==> src/cfr_pkg.sv <==
// ---------------------------------------------------------------------------
// cfr_pkg
// Types and constants shared by the checksummed frame receiver.
// ---------------------------------------------------------------------------
package cfr_pkg;

	localparam int CFG_INDEX_W = 3;

	localparam logic [CFG_INDEX_W-1:0] REG_HEADER      = 3'd0;
	localparam logic [CFG_INDEX_W-1:0] REG_FOOTER      = 3'd1;
	localparam logic [CFG_INDEX_W-1:0] REG_HB_TYPE     = 3'd2;
	localparam logic [CFG_INDEX_W-1:0] REG_MAX_PAYLOAD = 3'd3;

	localparam logic [7:0] MAX_PAYLOAD_RESET = 8'd60;

	// Frame positions.
	localparam logic [7:0] POS_LENGTH    = 8'd1;
	localparam logic [7:0] POS_KIND      = 8'd2;
	localparam logic [7:0] POS_ID_FIRST  = 8'd3;
	localparam logic [7:0] POS_ID_LAST   = 8'd6;
	localparam logic [7:0] POS_CNT_FIRST = 8'd7;
	localparam logic [7:0] POS_CNT_LAST  = 8'd10;

	// Header, length, checksum and footer bytes around the payload.
	localparam logic [7:0] FRAME_OVERHEAD = 8'd4;

	typedef enum logic [1:0] {
		STAT_HEARTBEAT = 2'd0,
		STAT_OTHER     = 2'd1,
		STAT_CSUM_BAD  = 2'd2,
		STAT_LEN_BAD   = 2'd3
	} status_t;

	typedef struct packed {
		logic [7:0] header_value;
		logic [7:0] footer_value;
		logic [7:0] heartbeat_type;
		logic [7:0] max_payload;
	} cfg_t;

	typedef struct packed {
		status_t     status;
		logic [7:0]  frame_kind;
		logic [31:0] sender_id;
		logic [31:0] beat_count;
		logic [31:0] heartbeats_seen;
	} result_t;

endpackage

==> src/cfr_cfg_regs.sv <==
// ---------------------------------------------------------------------------
// cfr_cfg_regs
// Configuration register file written through a simple write port.
// ---------------------------------------------------------------------------
module cfr_cfg_regs (
	input  logic                               clk,
	input  logic                               arst_n,
	input  logic                               cfg_we,
	input  logic [cfr_pkg::CFG_INDEX_W-1:0]    cfg_index,
	input  logic [7:0]                         cfg_data,
	output cfr_pkg::cfg_t                      cfg
);

	cfr_pkg::cfg_t cfg_q;

	always_ff @(posedge clk or negedge arst_n) begin
		if (!arst_n) begin
			cfg_q.header_value   <= 8'd0;
			cfg_q.footer_value   <= 8'd0;
			cfg_q.heartbeat_type <= 8'd0;
			cfg_q.max_payload    <= cfr_pkg::MAX_PAYLOAD_RESET;
		end else if (cfg_we) begin
			unique case (cfg_index)
				cfr_pkg::REG_HEADER:      cfg_q.header_value   <= cfg_data;
				cfr_pkg::REG_FOOTER:      cfg_q.footer_value   <= cfg_data;
				cfr_pkg::REG_HB_TYPE:     cfg_q.heartbeat_type <= cfg_data;
				cfr_pkg::REG_MAX_PAYLOAD: cfg_q.max_payload    <= cfg_data;
				default: ; // Unmapped indexes are ignored.
			endcase
		end
	end

	assign cfg = cfg_q;

endmodule

==> src/cfr_deframer.sv <==
// ---------------------------------------------------------------------------
// cfr_deframer
// Frame tracking state, field capture and checksum check, one byte a step.
// ---------------------------------------------------------------------------
module cfr_deframer #(
	parameter int BUFFER_DEPTH = 64
) (
	input  logic              clk,
	input  logic              arst_n,
	input  logic              step,
	input  logic [7:0]        rx_byte,
	input  cfr_pkg::cfg_t     cfg,
	output logic              fire,
	output cfr_pkg::result_t  result
);

	localparam logic [7:0] LAST_POS = 8'(BUFFER_DEPTH - 1);

	logic        in_frame_q, in_frame_d;
	logic [7:0]  idx_q, idx_d;
	logic [7:0]  len_q, len_d;
	logic [7:0]  sum_q, sum_d;
	logic [7:0]  prev_q, prev_d;
	logic [7:0]  kind_q, kind_d;
	logic [31:0] id_q, id_d;
	logic [31:0] cnt_q, cnt_d;
	logic [31:0] hb_total_q, hb_total_d;

	logic [7:0]  len_n, kind_n;
	logic [31:0] id_n, cnt_n;
	logic        closing;
	logic        len_bad;
	cfr_pkg::status_t status;

	// Captures including the byte now being taken in.
	always_comb begin
		len_n  = (idx_q == cfr_pkg::POS_LENGTH) ? rx_byte : len_q;
		kind_n = (idx_q == cfr_pkg::POS_KIND) ? rx_byte : kind_q;
		id_n   = ((idx_q >= cfr_pkg::POS_ID_FIRST) && (idx_q <= cfr_pkg::POS_ID_LAST)) ?
			{id_q[23:0], rx_byte} : id_q;
		cnt_n  = ((idx_q >= cfr_pkg::POS_CNT_FIRST) && (idx_q <= cfr_pkg::POS_CNT_LAST)) ?
			{cnt_q[23:0], rx_byte} : cnt_q;
	end

	assign closing = in_frame_q && (({1'b0, idx_q} + 9'd1) == {1'b0, len_n});
	assign len_bad = (len_n < cfr_pkg::FRAME_OVERHEAD) ||
		((len_n - cfr_pkg::FRAME_OVERHEAD) > cfg.max_payload);

	always_comb begin
		if (sum_q != prev_q) begin
			status = cfr_pkg::STAT_CSUM_BAD;
		end else if (len_bad) begin
			status = cfr_pkg::STAT_LEN_BAD;
		end else if (kind_n == cfg.heartbeat_type) begin
			status = cfr_pkg::STAT_HEARTBEAT;
		end else begin
			status = cfr_pkg::STAT_OTHER;
		end
	end

	assign fire = step && closing && (rx_byte == cfg.footer_value);

	always_comb begin
		in_frame_d = in_frame_q;
		idx_d      = idx_q;
		len_d      = len_q;
		sum_d      = sum_q;
		prev_d     = prev_q;
		kind_d     = kind_q;
		id_d       = id_q;
		cnt_d      = cnt_q;
		hb_total_d = hb_total_q;
		if (!in_frame_q) begin
			if (rx_byte == cfg.header_value) begin
				in_frame_d = 1'b1;
				idx_d      = cfr_pkg::POS_LENGTH;
				len_d      = 8'd0;
				sum_d      = 8'd0;
				prev_d     = rx_byte;
				kind_d     = 8'd0;
				id_d       = 32'd0;
				cnt_d      = 32'd0;
			end
		end else begin
			len_d  = len_n;
			kind_d = kind_n;
			id_d   = id_n;
			cnt_d  = cnt_n;
			if (closing) begin
				in_frame_d = 1'b0;
				idx_d      = 8'd0;
				if (fire && (status == cfr_pkg::STAT_HEARTBEAT)) begin
					hb_total_d = hb_total_q + 32'd1;
				end
			end else if (idx_q >= LAST_POS) begin
				in_frame_d = 1'b0;
				idx_d      = 8'd0;
			end else begin
				sum_d  = sum_q + prev_q;
				prev_d = rx_byte;
				idx_d  = idx_q + 8'd1;
			end
		end
	end

	always_ff @(posedge clk or negedge arst_n) begin
		if (!arst_n) begin
			in_frame_q <= 1'b0;
			idx_q      <= 8'd0;
			len_q      <= 8'd0;
			sum_q      <= 8'd0;
			prev_q     <= 8'd0;
			kind_q     <= 8'd0;
			id_q       <= 32'd0;
			cnt_q      <= 32'd0;
			hb_total_q <= 32'd0;
		end else if (step) begin
			in_frame_q <= in_frame_d;
			idx_q      <= idx_d;
			len_q      <= len_d;
			sum_q      <= sum_d;
			prev_q     <= prev_d;
			kind_q     <= kind_d;
			id_q       <= id_d;
			cnt_q      <= cnt_d;
			hb_total_q <= hb_total_d;
		end
	end

	assign result.status          = status;
	assign result.frame_kind      = kind_n;
	assign result.sender_id       = id_n;
	assign result.beat_count      = cnt_n;
	assign result.heartbeats_seen = hb_total_d;

endmodule

==> src/checksummed_frame_receiver_core.sv <==
// ---------------------------------------------------------------------------
// checksummed_frame_receiver_core
// Cuts length-prefixed frames with an additive checksum out of a byte stream.
// ---------------------------------------------------------------------------
//
//   channel   handshake            payload
//   -------   ------------------   ---------------------------------------
//   input     in_valid / in_stall  rx_byte
//   output    out_valid/out_stall  status, frame_kind, sender_id,
//                                  beat_count, heartbeats_seen
//   config    cfg_we               cfg_index, cfg_data
//
// One word is taken every cycle while in_stall is low. A word passes
// through the input register to the deframer, and the result of a frame
// is offered from the result register after the footer word advances.
// The input register advances whenever the result register is empty or is
// being emptied; while a result is stalled, a waiting input word stalls too.
// Reset clears the frame state and both valid flags and resets the config.
//
// Frame layout: header, total length L, type, four sender id words, four
// beat count words, further payload, checksum, footer. The checksum is the
// eight-bit sum of every word from the header up to the one before the
// checksum. A frame that closes on a word other than the footer, or that
// runs past the buffer depth, is dropped without a result.
// ---------------------------------------------------------------------------
module checksummed_frame_receiver_core #(
	parameter int BUFFER_DEPTH = 64
) (
	input  logic                             clk,
	input  logic                             arst_n,
	// Byte input channel.
	input  logic                             in_valid,
	output logic                             in_stall,
	input  logic [7:0]                       rx_byte,
	// Result channel.
	output logic                             out_valid,
	input  logic                             out_stall,
	output logic [1:0]                       status,
	output logic [7:0]                       frame_kind,
	output logic [31:0]                      sender_id,
	output logic [31:0]                      beat_count,
	output logic [31:0]                      heartbeats_seen,
	// Configuration write port.
	input  logic                             cfg_we,
	input  logic [cfr_pkg::CFG_INDEX_W-1:0]  cfg_index,
	input  logic [7:0]                       cfg_data
);

	cfr_pkg::cfg_t    cfg;
	cfr_pkg::result_t result;

	logic             valid_s1;
	logic [7:0]       rx_byte_s1;
	logic             advance;
	logic             step;
	logic             fire;

	logic             res_valid_q;
	cfr_pkg::result_t res_q;
	logic [31:0]      hb_seen_q;

	// The result register can take a new word when it is empty or when its
	// current word leaves on this edge.
	assign advance  = !res_valid_q || !out_stall;
	assign step     = valid_s1 && advance;
	assign in_stall = valid_s1 && !advance;

	// Input register.
	always_ff @(posedge clk or negedge arst_n) begin
		if (!arst_n) begin
			valid_s1 <= 1'b0;
		end else if (!in_stall) begin
			valid_s1 <= in_valid;
		end
	end

	always_ff @(posedge clk) begin
		if (!in_stall && in_valid) begin
			rx_byte_s1 <= rx_byte;
		end
	end

	cfr_cfg_regs u_cfg (
		.clk       (clk),
		.arst_n    (arst_n),
		.cfg_we    (cfg_we),
		.cfg_index (cfg_index),
		.cfg_data  (cfg_data),
		.cfg       (cfg)
	);

	cfr_deframer #(
		.BUFFER_DEPTH (BUFFER_DEPTH)
	) u_deframer (
		.clk     (clk),
		.arst_n  (arst_n),
		.step    (step),
		.rx_byte (rx_byte_s1),
		.cfg     (cfg),
		.fire    (fire),
		.result  (result)
	);

	// Result register. The heartbeat total is kept reset so that the value
	// shown always follows the running count.
	always_ff @(posedge clk or negedge arst_n) begin
		if (!arst_n) begin
			res_valid_q <= 1'b0;
			hb_seen_q   <= 32'd0;
		end else if (advance) begin
			res_valid_q <= fire;
			if (fire) begin
				hb_seen_q <= result.heartbeats_seen;
			end
		end
	end

	always_ff @(posedge clk) begin
		if (advance && fire) begin
			res_q <= result;
		end
	end

	assign out_valid       = res_valid_q;
	assign status          = res_q.status;
	assign frame_kind      = res_q.frame_kind;
	assign sender_id       = res_q.sender_id;
	assign beat_count      = res_q.beat_count;
	assign heartbeats_seen = hb_seen_q;

endmodule

==> config.mk <==
export PLATFORM = sky130hd
export DESIGN_NAME = checksummed_frame_receiver_core
export DESIGN_NICKNAME = d
export VERILOG_FILES = /design/src/cfr_pkg.sv /design/src/cfr_cfg_regs.sv /design/src/cfr_deframer.sv /design/src/checksummed_frame_receiver_core.sv
export SDC_FILE = /design/constraint.sdc
export NUM_CORES = 1
export LEC_CHECK = 0
export BUFFER_PORTS_ARGS = -buffer_cell sky130_fd_sc_hd__buf_2
export CAP_MARGIN = 20
export CORE_ASPECT_RATIO = 0.75
export CORE_MARGIN = 1
export CORE_UTILIZATION = 40
export DETAILED_ROUTE_END_ITERATION = 10
export HOLD_SLACK_MARGIN = 0.05
export MAX_ROUTING_LAYER = met4
export PLACE_DENSITY = 0.66
export SETUP_SLACK_MARGIN = 0.02
export SLEW_MARGIN = 0
export SYNTH_ARGS = -nofsm -noshare
export SYNTH_HDL_FRONTEND = slang
export SYNTH_HIERARCHICAL = 1
export SYNTH_SLANG_ARGS = --single-unit
==> constraint.sdc <==
create_clock -name clk -period 5.1 [get_ports clk]
set_input_delay 1.53 -clock clk [delete_from_list [all_inputs] [get_ports clk]]
set_output_delay 1.53 -clock clk [all_outputs]
set_load 0.02 [all_outputs]
==> flow_summary.ini <==
[place]
port-buffer-count = 131
pre_cts_ws_ns = 0.450
hpwl_um = 19700
finalWeightedCongestion = 0.876

[clock_network]
cts_root_buffer = clkbuf_16
hold_buffers = 0
cts_max_level = 1
cts_made_buffers = 30
clk_latency_ns = 0.57
cts.clk_slew.worst_paths_ns = 0.06
numClockSinks = 285
post_cts_buffers = 0
cts_buffer_depth = 3
post_cts_resized = 0
cts_tree = done

[sta]
finalSetupViolCount = 0
fin_crit_sh = 0.874
min_period_ns = 4.46
fmax_ghz = 0.224
slew_headroom = 0.313
finalSetupTns_ns = 0
rsz0062_at_grt = false
drv_slew = 0
hold_ws_ns = 0.465
setup_slack_ns = 0.645
hold_violations = 0
fin_worst_skew_ns = 0.0138
tightest_slew_ns = 1.02

[critical_path]
ff2ff_setup_slack_ns = 0.64
path_class = reg -> reg
end_kind = register
slowest_delay_ns = 0.80
cp_max_fo = 27
cp_slowest_cell = or4_1
cp_cell_sequence = or4_1 > o21ai_0 > nand2_1 > ha_1 > nor2b_1 > o21ai_0 > a21oi_1 > a211o_1 > nor4_1 > nand3_1 > buf_4 > nor4_1 > xor2_1 > mux2_2
critPathArrivalTime_ns = 4.91
crit_required_ns = 5.55
worstSetupStartpointType = register

[final_layout]
regArea_um2 = 7550
multiInputGateArea_um2 = 5520
nets = 1284
layout-drive-gt1-share = 0.297
mostFrequentLayoutCells = 198 x dfrtp_1, 159 x nand2_1, 146 x mux2_2
fillCellCount = 2989
final_common_cell = dfrtp_1
areaGrowthSynthToFinish_pct = 16.0

[global_routing]
grt_pass1_vias = 9086
gr-usage-all-layers = 0.192
antenna_found_initial = 0
grt_overflow_total = 0
grt_max_degree = 95
grt_pass1_wl_um = 50300

[synth]
netlist-cell-type-count = 62
ys.flop_type = dfrtp_1
syn_avg_cell_area_um2 = 12.0
synth_warnings = 6
synth_nets = 1161
async_reset_ff_frac = 0.712
yosysSeqAreaShare = 0.564
mappedNetlistArea_um2 = 13400
synth-seq-cells = 285
synth_cells = 1117
synth_enable_flop_cells = 82

[detailed_routing]
firstDrtPassIters = 5
wl_per_cell_um = 18.1
viasPerCell = 5.19
post-route-drc-count = 0
ant_nets = 0
num_vias = 8865
wl_um = 30800
drtIter0Drc = 663

[floorplanning]
start_util = 0.410
ios = 132
dieArea_um2 = 34200
coreArea_um2 = 32700
die_h_um = 160
rows = 57
fp.dieW_um = 213

[power]
p_leak_nw = 7.15
powerDensity_nw_per_um2 = 402
ir_drop_mv = 0.294

[job]
max-cap-violations = 0

[min_path]
min_path_type = reg -> reg

[run_status]
outcome = completed
==> metrics by stage <==
step                      instance area (µm²)  cells  total power (W)  utilization
after global routing                    15500   1706          0.00657        0.475
after CTS                               15500   1706          0.00630        0.475
final                                   15500   1707          0.00623        0.475
after floorplan                         13400   1117          0.00375            -
after global placement                  14500   1650          0.00407        0.445
after detailed placement                14500   1650          0.00410        0.445
==> power breakdown <==
part	switching, W	leakage (nW)	internal, W
clock network	0.000925	0.475	0.00124
registers	0.000196	3.34	0.00255
logic	0.000748	3.34	0.000579
==> Yosys cell counts (6+ instances only) <==
| master | count | area [µm²] |
|---|---|---|
| a21o_1 | 10 | 75.1 |
| buf_6 | 6 | 67.6 |
| and2_1 | 7 | 43.8 |
| edfxtp_1 | 82 | 2460 |
| dfrtp_1 | 199 | 4980 |
| ha_1 | 19 | 238 |
| buf_2 | 7 | 35.0 |
| xor2_1 | 62 | 543 |
| inv_1 | 22 | 82.6 |
| nand2b_1 | 10 | 62.6 |
| nand2_1 | 160 | 601 |
| nor4_1 | 17 | 106 |
| buf_1 | 13 | 48.8 |
| nor2_1 | 22 | 82.6 |
| nand4_1 | 10 | 62.6 |
| a22o_1 | 21 | 184 |
| xnor2_1 | 42 | 368 |
| clkbuf_1 | 33 | 124 |
| o21ai_0 | 17 | 85.1 |
| a21oi_1 | 13 | 65.1 |
| nand3_1 | 89 | 445 |
| and3_1 | 10 | 62.6 |
| nor3_1 | 19 | 95.1 |
| mux2_2 | 146 | 1640 |
==> critical path: cells and delay by family (launching register included) <==
kind / cells / cell delay [ns]
compound gates: 4 / 0.95
mux: 1 / 0.28
simple gates: 6 / 1.95
fa+ha+maj: 1 / 0.31
xor+xnor: 1 / 0.12
flops: 1 / 0.47
buf+inv: 1 / 0.25
==> sequential cells by signal, summed over array words and instances, names as in the netlist <==
name	cells
beat_count	32
frame_kind	8
heartbeats_seen	32
out_valid	1
rx_byte_s1	8
sender_id	32
status	2
u_cfg/cfg	32
u_deframer/cnt_q	32
u_deframer/hb_total_q	32
u_deframer/id_q	32
u_deframer/idx_q	8
u_deframer/in_frame_q	1
u_deframer/kind_q	8
u_deframer/len_q	8
u_deframer/prev_q	8
u_deframer/sum_q	8
valid_s1	1
==> worst paths after layout <==
check,startpoint,depth (start not counted),end
max in group asynchronous,arst_n,2,u_deframer/hb_total_q[30]
worst max register to register,u_deframer/idx_q[4],14,heartbeats_seen[20]
worst min-delay path,u_deframer/id_q[25],2,u_deframer/id_q[25]
min in group asynchronous,arst_n,1,u_cfg/cfg[14]
worst max-delay path,u_deframer/idx_q[4],14,heartbeats_seen[20]
worst min register to register,u_deframer/id_q[25],2,u_deframer/id_q[25]
==> area by class of cell <==
| type | count | area share |
|---|---|---|
| antenna | 1 | 0.000161 |
| clock buffer | 44 | 0.0563 |
| clock inverter | 12 | 0.00629 |
| inverter | 22 | 0.00532 |
| multi-input combinational | 751 | 0.356 |
| sequential | 285 | 0.486 |
| tap | 442 | 0.0356 |
| timing repair buffer | 150 | 0.0544 |
==> metal layers <==
metal | track usage | part of all wire | up-vias
li1 | - | - | 4212
met1 | 0.272 | 0.48 | 4406
met2 | 0.286 | 0.44 | 198
met3 | 0.0338 | 0.053 | 49
met4 | 0.0432 | 0.020 | 0
met5 | - | 0 | -
==> cells by family after synthesis <==
group	share of synthesized area
simple gates	0.145
flops	0.564
mux	0.128
xor+xnor	0.0681
compound gates	0.0492
buf+inv	0.0267
fa+ha+maj	0.0193
No activity file was read; power rests on OpenSTA's default activity.
